$ cat config.mk
export PLATFORM = sky130hd
export DESIGN_NAME = sorted_set_insert_search_core
export DESIGN_NICKNAME = d
export VERILOG_FILES = /design/src/rtl/core/ssis_pkg.sv /design/src/rtl/core/sorted_set_insert_search_core.sv /design/src/rtl/core/ssis_seq.sv /design/src/rtl/core/ssis_dp.sv
export SDC_FILE = /design/constraint.sdc
export NUM_CORES = 2
export LEC_CHECK = 0
export ABC_CLOCK_PERIOD_IN_PS = 22300
export BUFFER_PORTS_ARGS = -buffer_cell sky130_fd_sc_hd__clkbuf_2
export CAP_MARGIN = 30
export CORE_MARGIN = 3
export CORE_UTILIZATION = 45
export CTS_CLUSTER_DIAMETER = 150
export CTS_CLUSTER_SIZE = 20
export DETAILED_ROUTE_END_ITERATION = 8
export MAX_ROUTING_LAYER = met4
export PLACE_DENSITY = 0.68
export SLEW_MARGIN = 10
export SYNTH_ARGS = -nofsm -noshare
export SYNTH_HDL_FRONTEND = slang
export SYNTH_SLANG_ARGS = --single-unit
$ cat constraint.sdc
create_clock -name clk_i -period 22.3 [get_ports clk_i]
set_input_delay 3.345 -clock clk_i [delete_from_list [all_inputs] [get_ports clk_i]]
set_output_delay 3.345 -clock clk_i [all_outputs]
set_load 0.02 [all_outputs]
$ cat src/rtl/core/ssis_pkg.sv
// Shared types, codes and the control store of the sorted set core.
`default_nettype none

package ssis_pkg;

  localparam int unsigned StatusW = 3;
  localparam int unsigned IndexW  = 7;
  localparam int unsigned CountW  = 8;
  localparam int unsigned CapW    = 8;
  localparam int unsigned ValueW  = 32;
  localparam int unsigned StepW   = 4;

  localparam logic [CapW-1:0] CapReset = 8'd128;

  localparam logic [StatusW-1:0] StInserted  = 3'd0;
  localparam logic [StatusW-1:0] StDuplicate = 3'd1;
  localparam logic [StatusW-1:0] StFull      = 3'd2;
  localparam logic [StatusW-1:0] StFound     = 3'd3;
  localparam logic [StatusW-1:0] StNotFound  = 3'd4;

  localparam logic FuncInsert = 1'b0;
  localparam logic FuncSearch = 1'b1;

  localparam logic [StepW-1:0] S_IDLE = 4'd0;
  localparam logic [StepW-1:0] S_CHK  = 4'd1;
  localparam logic [StepW-1:0] S_FULL = 4'd2;
  localparam logic [StepW-1:0] S_SRCH = 4'd3;
  localparam logic [StepW-1:0] S_CMP  = 4'd4;
  localparam logic [StepW-1:0] S_HIT  = 4'd5;
  localparam logic [StepW-1:0] S_MISS = 4'd6;
  localparam logic [StepW-1:0] S_SHRD = 4'd7;
  localparam logic [StepW-1:0] S_SHMV = 4'd8;
  localparam logic [StepW-1:0] S_PUT  = 4'd9;
  localparam logic [StepW-1:0] S_DONE = 4'd10;

  typedef enum logic [1:0] {RD_NONE, RD_MID, RD_PM1, RD_PM2} rd_e;
  typedef enum logic [1:0] {WR_NONE, WR_SHIFT, WR_VALUE} wr_e;
  typedef enum logic [1:0] {BND_NONE, BND_INIT, BND_NARROW, BND_PDEC} bnd_e;
  typedef enum logic [2:0] {RES_NONE, RES_FULL, RES_HIT, RES_MISS, RES_INS} res_e;
  typedef enum logic [3:0] {
    C_ALWAYS, C_IN_VALID, C_FULL, C_LT, C_EQ, C_SEARCH, C_PGT, C_PGT1, C_OUT_FREE
  } cond_e;

  typedef struct packed {
    logic             take;
    logic             emit;
    rd_e              rd;
    wr_e              wr;
    bnd_e             bnd;
    res_e             res;
    cond_e            cond;
    logic [StepW-1:0] tgt_t;
    logic [StepW-1:0] tgt_f;
  } ctl_t;

  typedef struct packed {
    logic in_valid;
    logic full;
    logic lt;
    logic eq;
    logic search;
    logic pgt;
    logic pgt1;
    logic out_free;
  } flags_t;

  // Control store: one control word per step.
  function automatic ctl_t ucode(input logic [StepW-1:0] step);
    ctl_t c;
    c = '0;
    c.cond  = C_ALWAYS;
    c.tgt_t = S_IDLE;
    c.tgt_f = S_IDLE;
    case (step)
      S_IDLE: begin
        c.take = 1'b1; c.bnd = BND_INIT;
        c.cond = C_IN_VALID; c.tgt_t = S_CHK; c.tgt_f = S_IDLE;
      end
      S_CHK: begin
        c.cond = C_FULL; c.tgt_t = S_FULL; c.tgt_f = S_SRCH;
      end
      S_FULL: begin
        c.res = RES_FULL; c.tgt_t = S_DONE;
      end
      S_SRCH: begin
        c.rd = RD_MID;
        c.cond = C_LT; c.tgt_t = S_CMP; c.tgt_f = S_MISS;
      end
      S_CMP: begin
        c.bnd = BND_NARROW;
        c.cond = C_EQ; c.tgt_t = S_HIT; c.tgt_f = S_SRCH;
      end
      S_HIT: begin
        c.res = RES_HIT; c.tgt_t = S_DONE;
      end
      S_MISS: begin
        c.res = RES_MISS;
        c.cond = C_SEARCH; c.tgt_t = S_DONE; c.tgt_f = S_SHRD;
      end
      S_SHRD: begin
        c.rd = RD_PM1;
        c.cond = C_PGT; c.tgt_t = S_SHMV; c.tgt_f = S_PUT;
      end
      S_SHMV: begin
        c.wr = WR_SHIFT; c.rd = RD_PM2; c.bnd = BND_PDEC;
        c.cond = C_PGT1; c.tgt_t = S_SHMV; c.tgt_f = S_PUT;
      end
      S_PUT: begin
        c.wr = WR_VALUE; c.res = RES_INS; c.tgt_t = S_DONE;
      end
      S_DONE: begin
        c.emit = 1'b1;
        c.cond = C_OUT_FREE; c.tgt_t = S_IDLE; c.tgt_f = S_DONE;
      end
      default: begin
        c.tgt_t = S_IDLE;
      end
    endcase
    return c;
  endfunction

endpackage

`default_nettype wire

$ cat src/rtl/core/sorted_set_insert_search_core.sv
// Sorted set core: ascending array of distinct signed words with insert and binary search.
// An input word carries func_i (0 insert, 1 search) and value_i on a valid/ready channel.
// Every input word yields one result word (status_o, index_o, count_o) on a valid/ready
// output channel. The user must write the capacity register (cfg_we_i/cfg_data_i) only
// while idle; the core itself does not enforce this. The core works on one word at a time,
// stepped by a microcode sequencer. Each binary search probe is a memory read step (S_SRCH)
// followed by a compare step (S_CMP); a search makes at most ceil(log2(count+1)) probes.
// An insert that misses then moves each entry above the insertion point up one slot
// (S_SHRD, S_SHMV), reading each entry while the one above it is written, then stores the key (S_PUT).
// The result sits in an output register; the next input word is accepted while it waits.
// If the receiver stalls and a second result is ready, the core holds in its last step
// until the output register frees up.
// Reset empties the set and sets capacity to 128; the entry memory is not cleared,
// since only entries below the count are ever read.
`default_nettype none

module sorted_set_insert_search_core
  import ssis_pkg::*;
#(
  parameter int unsigned DEPTH = 128
) (
  input  wire logic                      clk_i,
  input  wire logic                      rst_ni,
  input  wire logic                      cfg_we_i,
  input  wire logic        [CapW-1:0]    cfg_data_i,
  input  wire logic                      in_valid_i,
  output logic                           in_ready_o,
  input  wire logic                      func_i,
  input  wire logic signed [ValueW-1:0]  value_i,
  output logic                           out_valid_o,
  input  wire logic                      out_ready_i,
  output logic             [StatusW-1:0] status_o,
  output logic             [IndexW-1:0]  index_o,
  output logic             [CountW-1:0]  count_o
);

  ctl_t   ctl;
  flags_t flags;

  assign in_ready_o = ctl.take;

  ssis_seq u_seq (
    .clk_i   (clk_i),
    .rst_ni  (rst_ni),
    .flags_i (flags),
    .ctl_o   (ctl)
  );

  ssis_dp #(
    .DEPTH (DEPTH)
  ) u_dp (
    .clk_i       (clk_i),
    .rst_ni      (rst_ni),
    .ctl_i       (ctl),
    .flags_o     (flags),
    .cfg_we_i    (cfg_we_i),
    .cfg_data_i  (cfg_data_i),
    .in_valid_i  (in_valid_i),
    .func_i      (func_i),
    .value_i     (value_i),
    .out_valid_o (out_valid_o),
    .out_ready_i (out_ready_i),
    .status_o    (status_o),
    .index_o     (index_o),
    .count_o     (count_o)
  );

endmodule

`default_nettype wire

$ cat src/rtl/core/ssis_seq.sv
// Microcode sequencer: step counter, control store lookup and conditional jumps.
`default_nettype none

module ssis_seq
  import ssis_pkg::*;
(
  input  wire logic   clk_i,
  input  wire logic   rst_ni,
  input  wire flags_t flags_i,
  output ctl_t        ctl_o
);

  logic [StepW-1:0] step_q, step_d;
  logic             cond_hit;

  assign ctl_o = ucode(step_q);

  always_comb begin
    case (ctl_o.cond)
      C_ALWAYS:   cond_hit = 1'b1;
      C_IN_VALID: cond_hit = flags_i.in_valid;
      C_FULL:     cond_hit = flags_i.full;
      C_LT:       cond_hit = flags_i.lt;
      C_EQ:       cond_hit = flags_i.eq;
      C_SEARCH:   cond_hit = flags_i.search;
      C_PGT:      cond_hit = flags_i.pgt;
      C_PGT1:     cond_hit = flags_i.pgt1;
      C_OUT_FREE: cond_hit = flags_i.out_free;
      default:    cond_hit = 1'b1;
    endcase
    step_d = cond_hit ? ctl_o.tgt_t : ctl_o.tgt_f;
  end

  always_ff @(posedge clk_i or negedge rst_ni) begin
    if (!rst_ni) begin
      step_q <= S_IDLE;
    end else begin
      step_q <= step_d;
    end
  end

endmodule

`default_nettype wire

$ cat src/rtl/core/ssis_dp.sv
// Datapath of the sorted set core: entry memory, search bounds, result and output registers.
`default_nettype none

module ssis_dp
  import ssis_pkg::*;
#(
  parameter int unsigned DEPTH = 128
) (
  input  wire logic                       clk_i,
  input  wire logic                       rst_ni,
  input  wire ctl_t                       ctl_i,
  output flags_t                          flags_o,
  input  wire logic                       cfg_we_i,
  input  wire logic        [CapW-1:0]     cfg_data_i,
  input  wire logic                       in_valid_i,
  input  wire logic                       func_i,
  input  wire logic signed [ValueW-1:0]   value_i,
  output logic                            out_valid_o,
  input  wire logic                       out_ready_i,
  output logic             [StatusW-1:0]  status_o,
  output logic             [IndexW-1:0]   index_o,
  output logic             [CountW-1:0]   count_o
);

  localparam int unsigned AW     = (DEPTH > 1) ? $clog2(DEPTH) : 1;
  localparam int unsigned MaxCnt = (DEPTH < 255) ? DEPTH : 255;
  localparam int unsigned CntW   = $clog2(MaxCnt + 1);
  localparam int unsigned CmpW   = ($clog2(DEPTH + 1) > CapW) ? $clog2(DEPTH + 1) : CapW;

  logic signed [ValueW-1:0] mem [DEPTH];
  logic signed [ValueW-1:0] rdata_q;
  logic signed [ValueW-1:0] key_q;
  logic                     func_q;
  logic        [CapW-1:0]   cap_q;
  logic        [CntW-1:0]   count_q, lo_q, hi_q, p_q, mid_q;
  logic        [CntW-1:0]   mid, pm1, pm2;
  logic        [CntW:0]     sum;
  logic        [StatusW-1:0] status_q;
  logic        [CntW-1:0]   idx_q;
  logic                     out_valid_q;
  logic                     out_free, accept;
  logic                     re, we;
  logic        [AW-1:0]     raddr, waddr;
  logic signed [ValueW-1:0] wdata;

  assign sum      = {1'b0, lo_q} + {1'b0, hi_q};
  assign mid      = sum[CntW:1];
  assign pm1      = p_q - CntW'(1);
  assign pm2      = p_q - CntW'(2);
  assign out_free = !out_valid_q || out_ready_i;
  assign accept   = ctl_i.take && in_valid_i;

  always_comb begin
    flags_o.in_valid = in_valid_i;
    flags_o.full     = (func_q == FuncInsert) &&
                       ((CmpW'(count_q) >= CmpW'(cap_q)) || (CmpW'(count_q) >= CmpW'(DEPTH)));
    flags_o.lt       = lo_q < hi_q;
    flags_o.eq       = rdata_q == key_q;
    flags_o.search   = func_q == FuncSearch;
    flags_o.pgt      = p_q > lo_q;
    flags_o.pgt1     = pm1 > lo_q;
    flags_o.out_free = out_free;
  end

  always_comb begin
    re    = 1'b1;
    raddr = AW'(mid);
    case (ctl_i.rd)
      RD_MID:  raddr = AW'(mid);
      RD_PM1:  raddr = AW'(pm1);
      RD_PM2:  raddr = AW'(pm2);
      default: re = 1'b0;
    endcase
    we    = 1'b1;
    waddr = AW'(p_q);
    wdata = rdata_q;
    case (ctl_i.wr)
      WR_SHIFT: begin
        waddr = AW'(p_q);
        wdata = rdata_q;
      end
      WR_VALUE: begin
        waddr = AW'(lo_q);
        wdata = key_q;
      end
      default: we = 1'b0;
    endcase
  end

  always_ff @(posedge clk_i) begin
    if (we) begin
      mem[waddr] <= wdata;
    end
    if (re) begin
      rdata_q <= mem[raddr];
    end
  end

  always_ff @(posedge clk_i) begin
    if (accept) begin
      key_q  <= value_i;
      func_q <= func_i;
    end
    if (ctl_i.rd == RD_MID) begin
      mid_q <= mid;
    end
    case (ctl_i.res)
      RES_FULL: begin
        status_q <= StFull;
        idx_q    <= '0;
      end
      RES_HIT: begin
        status_q <= (func_q == FuncSearch) ? StFound : StDuplicate;
        idx_q    <= (func_q == FuncSearch) ? mid_q : '0;
      end
      RES_MISS: begin
        status_q <= StNotFound;
        idx_q    <= '0;
      end
      RES_INS: begin
        status_q <= StInserted;
        idx_q    <= lo_q;
      end
      default: begin
      end
    endcase
    if (ctl_i.emit && out_free) begin
      status_o <= status_q;
      index_o  <= IndexW'(idx_q);
      count_o  <= CountW'(count_q);
    end
  end

  always_ff @(posedge clk_i or negedge rst_ni) begin
    if (!rst_ni) begin
      cap_q       <= CapReset;
      count_q     <= '0;
      lo_q        <= '0;
      hi_q        <= '0;
      p_q         <= '0;
      out_valid_q <= 1'b0;
    end else begin
      if (cfg_we_i) begin
        cap_q <= cfg_data_i;
      end
      if (ctl_i.res == RES_INS) begin
        count_q <= count_q + CntW'(1);
      end
      case (ctl_i.bnd)
        BND_INIT: begin
          lo_q <= '0;
          hi_q <= count_q;
          p_q  <= count_q;
        end
        BND_NARROW: begin
          if (rdata_q != key_q) begin
            if (rdata_q < key_q) begin
              lo_q <= mid_q + CntW'(1);
            end else begin
              hi_q <= mid_q;
            end
          end
        end
        BND_PDEC: begin
          p_q <= pm1;
        end
        default: begin
        end
      endcase
      if (ctl_i.emit && out_free) begin
        out_valid_q <= 1'b1;
      end else if (out_ready_i) begin
        out_valid_q <= 1'b0;
      end
    end
  end

  assign out_valid_o = out_valid_q;

endmodule

`default_nettype wire
# Word-level counts from Yosys, hierarchy flattened
# Memory sizes are Yosys's and may differ from the RTL's. A register that Yosys moved wholly into a read port is not among the register bits.
# Cells that the tools add are included.
word_totals:
  register_bits: 114
  latch_bits: 0
  ram_bits: 4096
  rom_bits: 0
  input_bits: 46
  output_inout_bits: 20
  wordCells: 114
  memories: 1
mem_list:
  columns: ["name", "words", "word_bits", "read_ports", "rd_ports_with_merged_regs", "wr", "line", "rtl"]
  rows:
  - ["u_dp.mem", 128, 32, 1, 1, 1, "ssis_dp.sv:30", "logic signed [ValueW-1:0] mem [DEPTH];"]
classes:
  n_addsub: 5
  n_mul: 0
  div: 0
  order_cmp: 6
  n_eq_ne: 35
  shifts: 0
  mux: 31
  n_bitwise: 1
  n_reduce_logical: 20
op_table:
  columns: ["operator", "n"]
  rows:
  - ["$pmux 8 s2", 3]
  - ["$eq 32x32->1", 1]
  - ["$eq 4x3->1 const B", 8]
  - ["$lt 32x32->1", 1]
  - ["$mux 32", 1]
  - ["$mux 8", 4]
  - ["$ne 32x32->1", 1]
  - ["$pmux 4 s8", 1]
  - ["$pmux 3 s4", 2]
  - ["$pmux 4 s6", 1]
  - ["$pmux 7 s3", 1]
  - ["$pmux 4 s5", 1]
  - ["$add 8x1->8 const B", 2]
  - ["$eq 4x2->1 const B", 4]
  - ["$eq 4x4->1 const B", 4]
  - ["$gt 8x8->1", 2]
  - ["$mux 7", 2]
  - ["$pmux 7 s2", 1]
  - ["$pmux 2 s3", 2]
  - ["$eq 2x2->1 const B", 5]
  - ["$add 8x8->9", 1]
  - ["$eq 4x1->1 const B", 2]
  - ["$ge 8x8->1", 1]
  - ["$ge 8x8->1 const B", 1]
  - ["26 further kinds", 46]

# Logic depth before layout (Yosys ltp)
logic_depth:
  depth_word: 7
  mapped_depth: 15
  ltp_nobuf: 14

# Cells and area by module
# From an unflattened synthesis, not the netlist that was laid out.
hier_totals:
  hier_cells: 13480
  area_unflattened_um2: 170539.8
by_module_without_submodules:
  columns: ["mod", "instances", "cells_per_inst", "area_per_inst_um2", "seq_area_each_um2"]
  rows:
  - ["ssis_dp", 1, 13409, 170019.3, 127058.1]
  - ["ssis_seq", 1, 71, 520.5, 100.1]

# Least setup slack after synthesis
# Ideal clock, no wire load.
synth_path:
  path_kind: "reg-to-reg"
  start: "reg u_seq.step_q[1]"
  end: "mem u_dp.mem[0][0], data pin"
  setup_ns: 1.197
  arrival_ns: 6.956
  required_time_ns: 21.103
  path_slack_ns: 14.147
  stages_incl_launch_ff: 10
  n_path_buf: 4
  period_less_slack_ns: 8.153
  cell_sequence: "dfrtp_1 -> inv_1 -> nand2_1 -> nor2_1 -> clkbuf_1 -> ha_1 -> clkbuf_1 -> clkbuf_1 -> buf_1 -> o21ai_0"
synth_via:
  elab_chain_len: 4
  word_cells_on_any_way: 5
  classes_between: "eq/ne (3); mux (2)"
synth_rtl:
  columns: ["element", "line", "rtl"]
  rows:
  - ["from (decl)", "ssis_seq.sv:13", "logic [StepW-1:0] step_q, step_d;"]
  - ["from (signal assigned)", "ssis_seq.sv:38", "step_q <= step_d;"]
  - ["$eq 4x4->1", "ssis_pkg.sv:74", "case (step)"]
  - ["$pmux 2 s2 *", "ssis_pkg.sv:74", null]
  - ["$eq 2x2->1 *", "ssis_dp.sv:77", "case (ctl_i.wr)"]
  - ["$mux 32 *", "ssis_dp.sv:77", null]
  - ["via u_dp.wdata[0]", "ssis_dp.sv:44", "logic signed [ValueW-1:0] wdata;"]
  - ["to (decl)", "ssis_dp.sv:30", null]
# The timed path passes the listed nets; every way through them passes the cells marked *.

# Final worst setup path
layout_path:
  start: "reg u_seq.step_q[3]"
  end: "reg u_dp.rdata_q[29], read port of u_dp.mem, data pin"
layout_via:
  elab_chain_len: 5
  word_cells_on_any_way: 10
  classes_between: "eq/ne (6); mux (3); reduce/logical (1)"
layout_rtl:
  columns: ["element", "line", "rtl"]
  rows:
  - ["$eq 4x4->1, or another cell as far along", "ssis_pkg.sv:74", null]
  - ["$pmux 2 s3 *", "ssis_pkg.sv:74", null]
  - ["$eq 2x2->1 or $eq 2x1->1 (tied branches)", "ssis_dp.sv:68", "case (ctl_i.rd)"]
  - ["$reduce_or 3->1 (no line)", null, null]
  - ["$mux 1", "ssis_dp.sv:68", null]
  - ["to (decl)", "ssis_dp.sv:31", "logic signed [ValueW-1:0] rdata_q;"]
# Every way passes the cells marked *; elsewhere a longest branch is shown, timed or not.
# A chain may end at the register's enable or synchronous reset.

==> flow_summary.html <==
<table>
<tr><th>Metric</th><th>Value</th></tr>
<tr><th colspan="2">GRT</th></tr>
<tr><td>Initial antenna violation count</td><td>25</td></tr>
<tr><td>Congestion Overflow GR</td><td>0</td></tr>
<tr><td>Maximum number of pins on one net before global-route repair</td><td>209</td></tr>
<tr><td>Vias in the first global route</td><td>94,642</td></tr>
<tr><td>First-pass GRT wire length</td><td>676.4 mm</td></tr>
<tr><td>GRT Util Overall</td><td>0.2449</td></tr>
<tr><th colspan="2">Finish</th></tr>
<tr><td>Post-route cell area</td><td>184,500 um^2</td></tr>
<tr><td>Area of combinational cells with multiple inputs</td><td>41,380 um^2</td></tr>
<tr><td>Layout cell share with drive strength beyond 1</td><td>0.09354</td></tr>
<tr><td>Reg area</td><td>127,200 um^2</td></tr>
<tr><td>Area growth from synthesis to layout</td><td>8.114%</td></tr>
<tr><td>Fill cells</td><td>30,728</td></tr>
<tr><td>Final cell count without fillers</td><td>15,996</td></tr>
<tr><td>Net count, final</td><td>11,071</td></tr>
<tr><th colspan="2">Clocking</th></tr>
<tr><td>CTS tree</td><td>built</td></tr>
<tr><td>Max Buffers Root-to-Sink</td><td>4</td></tr>
<tr><td>Library cell used as clock root buffer</td><td>sky130_fd_sc_hd__clkbuf_16</td></tr>
<tr><td>Clock-pin slew on the worst setup and hold paths</td><td>90 ps</td></tr>
<tr><td>Clock buffers created by TritonCTS</td><td>234</td></tr>
<tr><td>H-tree depth</td><td>4</td></tr>
<tr><td>Insertion delay of the later-clocked pin in the worst-skew pair</td><td>990 ps</td></tr>
<tr><td>Number of gates given a new drive strength after cts</td><td>0</td></tr>
<tr><td>Total clock sinks</td><td>4,242</td></tr>
<tr><td>Total setup buffers inserted after CTS</td><td>0</td></tr>
<tr><td>Number of buffers added to fix hold violations after cts</td><td>0</td></tr>
<tr><th colspan="2">Logic synthesis</th></tr>
<tr><td>Fraction of synthesized area in multiplexers</td><td>0.06169</td></tr>
<tr><td>Net count after synthesis</td><td>11,196</td></tr>
<tr><td>Synth Flop Type</td><td>sky130_fd_sc_hd__edfxtp_1</td></tr>
<tr><td>Library cells used by synthesis</td><td>77</td></tr>
<tr><td>Mean post-synth cell area</td><td>15.42 um^2</td></tr>
<tr><td>Area fraction in and, or, nand and nor cells after synthesis</td><td>0.08050</td></tr>
<tr><td>Synthesized-area fraction occupied by ao, oa, aoi and oai cells</td><td>0.08462</td></tr>
<tr><td>Synth Area in Adders</td><td>0.005908</td></tr>
<tr><td>Cells after Synth</td><td>11,070</td></tr>
<tr><td>Number of enable-type register cells in the synthesized netlist</td><td>4,197</td></tr>
<tr><td>Ys Warns</td><td>0</td></tr>
<tr><td>Mapped cell area</td><td>170,700 um^2</td></tr>
<tr><td>Fraction of synthesis flops using an asynchronous set or reset pin</td><td>0.01061</td></tr>
<tr><td>Post-synthesis sequential area ratio</td><td>0.7450</td></tr>
<tr><td>Parity-gate share of the synthesized area counting xor and xnor cells</td><td>0.001334</td></tr>
<tr><td>Combinational family with the most area after synthesis</td><td>compound AO/OA/AOI/OAI gates</td></tr>
<tr><td>Flop and latch count out of synthesis</td><td>4,242</td></tr>
<tr><th colspan="2">Critical path</th></tr>
<tr><td>Arrival time of the worst setup path</td><td>8050 ps</td></tr>
<tr><td>Crit Reg-Reg Startpoint</td><td>u_seq.step_q[3]$_DFF_PN0_</td></tr>
<tr><td>Crit Reg-Reg Endpoint</td><td>u_dp.rdata_q[29]$_DFFE_PP_</td></tr>
<tr><td>Data required time at the worst endpoint</td><td>23,160 ps</td></tr>
<tr><td>Worst setup SP type</td><td>flop</td></tr>
<tr><td>Endpoint type of the worst setup path</td><td>flop</td></tr>
<tr><td>Top fanout value on the critical path</td><td>185</td></tr>
<tr><td>Critical Path Slowest Stage Cell</td><td>sky130_fd_sc_hd__buf_4</td></tr>
<tr><td>Cell-by-cell trace of the critical path</td><td>nor4b_4 -&gt; nor2_1 -&gt; a21oi_4 -&gt; buf_12 -&gt; buf_12 -&gt; buf_4 -&gt; buf_4 -&gt; nand2_1 -&gt; and3_1 -&gt; o21ai_0 -&gt; nand3_1 -&gt; o31ai_1 -&gt; and4_1</td></tr>
<tr><td>Delay of the slowest cell on the worst path</td><td>780 ps</td></tr>
<tr><td>Start-to-end type of the worst setup path</td><td>flop to flop</td></tr>
<tr><td>Cell depth of the worst flop-to-flop path</td><td>13</td></tr>
<tr><td>Register-to-register setup slack</td><td>15,110 ps</td></tr>
<tr><th colspan="2">Placed design</th></tr>
<tr><td>Weighted congestion at the end of routability-driven global placement</td><td>0.8854</td></tr>
<tr><td>Area after detailed placement</td><td>178,100 um^2</td></tr>
<tr><td>Pre-CTS setup slack</td><td>15,340 ps</td></tr>
<tr><td>DP Wirelength</td><td>260.5 mm</td></tr>
<tr><td>Placed cell count</td><td>15,689</td></tr>
<tr><td>Buffers added on ports</td><td>65</td></tr>
<tr><th colspan="2">STA</th></tr>
<tr><td>Final-report setup violation count</td><td>0</td></tr>
<tr><td>Normalized max-slew margin</td><td>0.1499</td></tr>
<tr><td>Final hold violations</td><td>0</td></tr>
<tr><td>Worst Tran Pin Value</td><td>1265 ps</td></tr>
<tr><td>Setup clock skew after layout</td><td>80.26 ps</td></tr>
<tr><td>Summed negative setup slack over all endpoints</td><td>0 ps</td></tr>
<tr><td>Least setup slack across all paths after layout</td><td>15,110 ps</td></tr>
<tr><td>RSZ-0062 raised after global routing</td><td>no</td></tr>
<tr><td>Post-layout minimum cycle time</td><td>7185 ps</td></tr>
<tr><td>Final Cycle Share</td><td>0.3222</td></tr>
<tr><td>Maximum clock frequency</td><td>139.2 MHz</td></tr>
<tr><td>Final Max Tran Viols</td><td>0</td></tr>
<tr><th colspan="2">Drt</th></tr>
<tr><td>DRC marker count from the first detailed-route iteration</td><td>14,640</td></tr>
<tr><td>Average wire per cell in the routed design</td><td>29.76 um</td></tr>
<tr><td>Final Routed Wirelength</td><td>476.0 mm</td></tr>
<tr><td>Count of TritonRoute iterations in the first routing pass</td><td>7</td></tr>
<tr><td>Number of remaining DRC errors</td><td>0</td></tr>
<tr><td>Via count of the routed design</td><td>99,790</td></tr>
<tr><td>Routed vias/inst</td><td>6.238</td></tr>
<tr><td>Antenna-violating nets left</td><td>0</td></tr>
<tr><th colspan="2">Job</th></tr>
<tr><td># Max-Cap Violations</td><td>0</td></tr>
<tr><th colspan="2">Die</th></tr>
<tr><td>Ports</td><td>66</td></tr>
<tr><td>Die width</td><td>621.9 um</td></tr>
<tr><td>Die footprint</td><td>386,700 um^2</td></tr>
<tr><td># rows</td><td>225</td></tr>
<tr><td>Starting density of the core</td><td>0.4531</td></tr>
<tr><td>Die extent in y</td><td>621.9 um</td></tr>
<tr><td>Core Area</td><td>376,700 um^2</td></tr>
<tr><th colspan="2">Hold path</th></tr>
<tr><td>Terminating pin of the worst hold path</td><td>u_dp.index_o[1]$_DFFE_PP_</td></tr>
<tr><td>Start point of the worst hold path</td><td>u_dp.idx_q[1]$_DFFE_PP_</td></tr>
<tr><td>Worst Hold Path Cells</td><td>0</td></tr>
<tr><td>Min-delay worst type</td><td>flop to flop</td></tr>
<tr><th colspan="2">Run status</th></tr>
<tr><td>Result of the run</td><td>finished, final reports clean</td></tr>
</table>
-- worst max-delay path by stage --
stage | endpoint | startpoint
2_1_floorplan | u_dp.mem[0][0]$_DFFE_PP_ | u_seq.step_q[1]$_DFF_PN0_
3_3_place_gp | u_dp.rdata_q[19]$_DFFE_PP_ | u_dp.lo_q[0]$_DFFE_PN0P_
3_5_place_dp | u_dp.rdata_q[5]$_DFFE_PP_ | u_seq.step_q[3]$_DFF_PN0_
4_1_cts | u_dp.rdata_q[5]$_DFFE_PP_ | u_seq.step_q[3]$_DFF_PN0_
5_1_grt | u_dp.rdata_q[5]$_DFFE_PP_ | u_seq.step_q[3]$_DFF_PN0_
6_report | u_dp.rdata_q[29]$_DFFE_PP_ | u_seq.step_q[3]$_DFF_PN0_
-- per-stage QoR --
stage          hold WS [ps]    util
2_1_floorplan         400.3       -
3_3_place_gp          412.7  0.4718
3_5_place_dp          412.4  0.4727
4_1_cts               431.6  0.4890
5_1_grt               441.3  0.4899
6_report              429.0  0.4899
-- synth_stat cells, drive strengths merged, types with 87 or more instances --
| cell | number | area share |
|---|---|---|
| a311oi | 321 | 0.016 |
| nor2 | 164 | 0.0036 |
| nor3 | 205 | 0.0060 |
| o21ai | 181 | 0.0053 |
| nand2 | 1485 | 0.033 |
| a31oi | 260 | 0.0095 |
| nand3 | 87 | 0.0026 |
| mux2 | 192 | 0.013 |
| buf | 224 | 0.0079 |
| and3 | 133 | 0.0049 |
| a211oi | 707 | 0.031 |
| clkbuf | 518 | 0.011 |
| edfxtp | 4197 | 0.74 |
| o22ai | 166 | 0.0061 |
| mux2i | 836 | 0.049 |
| and2 | 708 | 0.026 |
-- worst max-delay path, delay by kind of cell, from the launching register on --
kind	cells	cell delay, ps
flops	1	730
simple gates	6	1560
buf+inv	4	2560
compound gates	3	1600
-- final cells by class --
class / count / share of cell area
sequential: 4242 / 0.6891
clock inverter: 11 / 0.0008815
timing repair buffer: 381 / 0.01769
multi-input combinational: 6009 / 0.2242
clock buffer: 259 / 0.03238
antenna: 23 / 0.0003119
tap: 4994 / 0.03386
inverter: 77 / 0.001566
-- registers in the layout, indices dropped and copies added (netlist names) --
| name | flops |
|---|---|
| u_dp.lo_q | 8 |
| u_dp.cap_q | 8 |
| u_dp.idx_q | 7 |
| u_dp.count_q | 8 |
| u_dp.mid_q | 8 |
| u_dp.hi_q | 8 |
| u_dp.key_q | 32 |
| u_dp.status_q | 3 |
| u_seq.step_q | 4 |
| u_dp.index_o | 7 |
| u_dp.rdata_q | 32 |
| u_dp.func_q | 1 |
| u_dp.p_q | 8 |
| u_dp.out_valid_o | 1 |
| u_dp.status_o | 3 |
| u_dp.count_o | 8 |
| u_dp.mem | 4096 |
-- routing by layer --
metal | up-vias | share of wire | track usage
li1 | 42405 | - | -
met1 | 50993 | 0.38 | 0.3212
met2 | 5487 | 0.46 | 0.3766
met3 | 905 | 0.10 | 0.04159
met4 | 0 | 0.051 | 0.1089
met5 | - | 0 | -
-- cells by family (layout without fill, tap and decap cells) --
logic type / Yosys count / in the layout
xor gates and xnor gates: 26 / 26
and+or+nand+nor: 2889 / 2889
other: 0 / 23
AOI/OAI and AO/OA: 1986 / 1986
DFF: 4242 / 4242
adders and majority gates: 80 / 80
muxes: 1028 / 1028
buffers and inverters: 819 / 728
-- cell usage in the layout (no fill, tap or decap), types with 178 or more instances in the layout --
| cell type | instances |
|---|---|
| sky130_fd_sc_hd__clkbuf_16 | 235 |
| sky130_fd_sc_hd__a211oi_1 | 706 |
| sky130_fd_sc_hd__edfxtp_1 | 4197 |
| sky130_fd_sc_hd__a311oi_1 | 321 |
| sky130_fd_sc_hd__buf_4 | 262 |
| sky130_fd_sc_hd__nand2_1 | 1485 |
| sky130_fd_sc_hd__nor3_1 | 178 |
| sky130_fd_sc_hd__mux2i_1 | 836 |
| sky130_fd_sc_hd__a31oi_1 | 260 |
| sky130_fd_sc_hd__and2_1 | 670 |
Power is left out: the tool's default activity adds up to more than one toggle a clock period on the data nets, which glitch-free logic cannot reach.
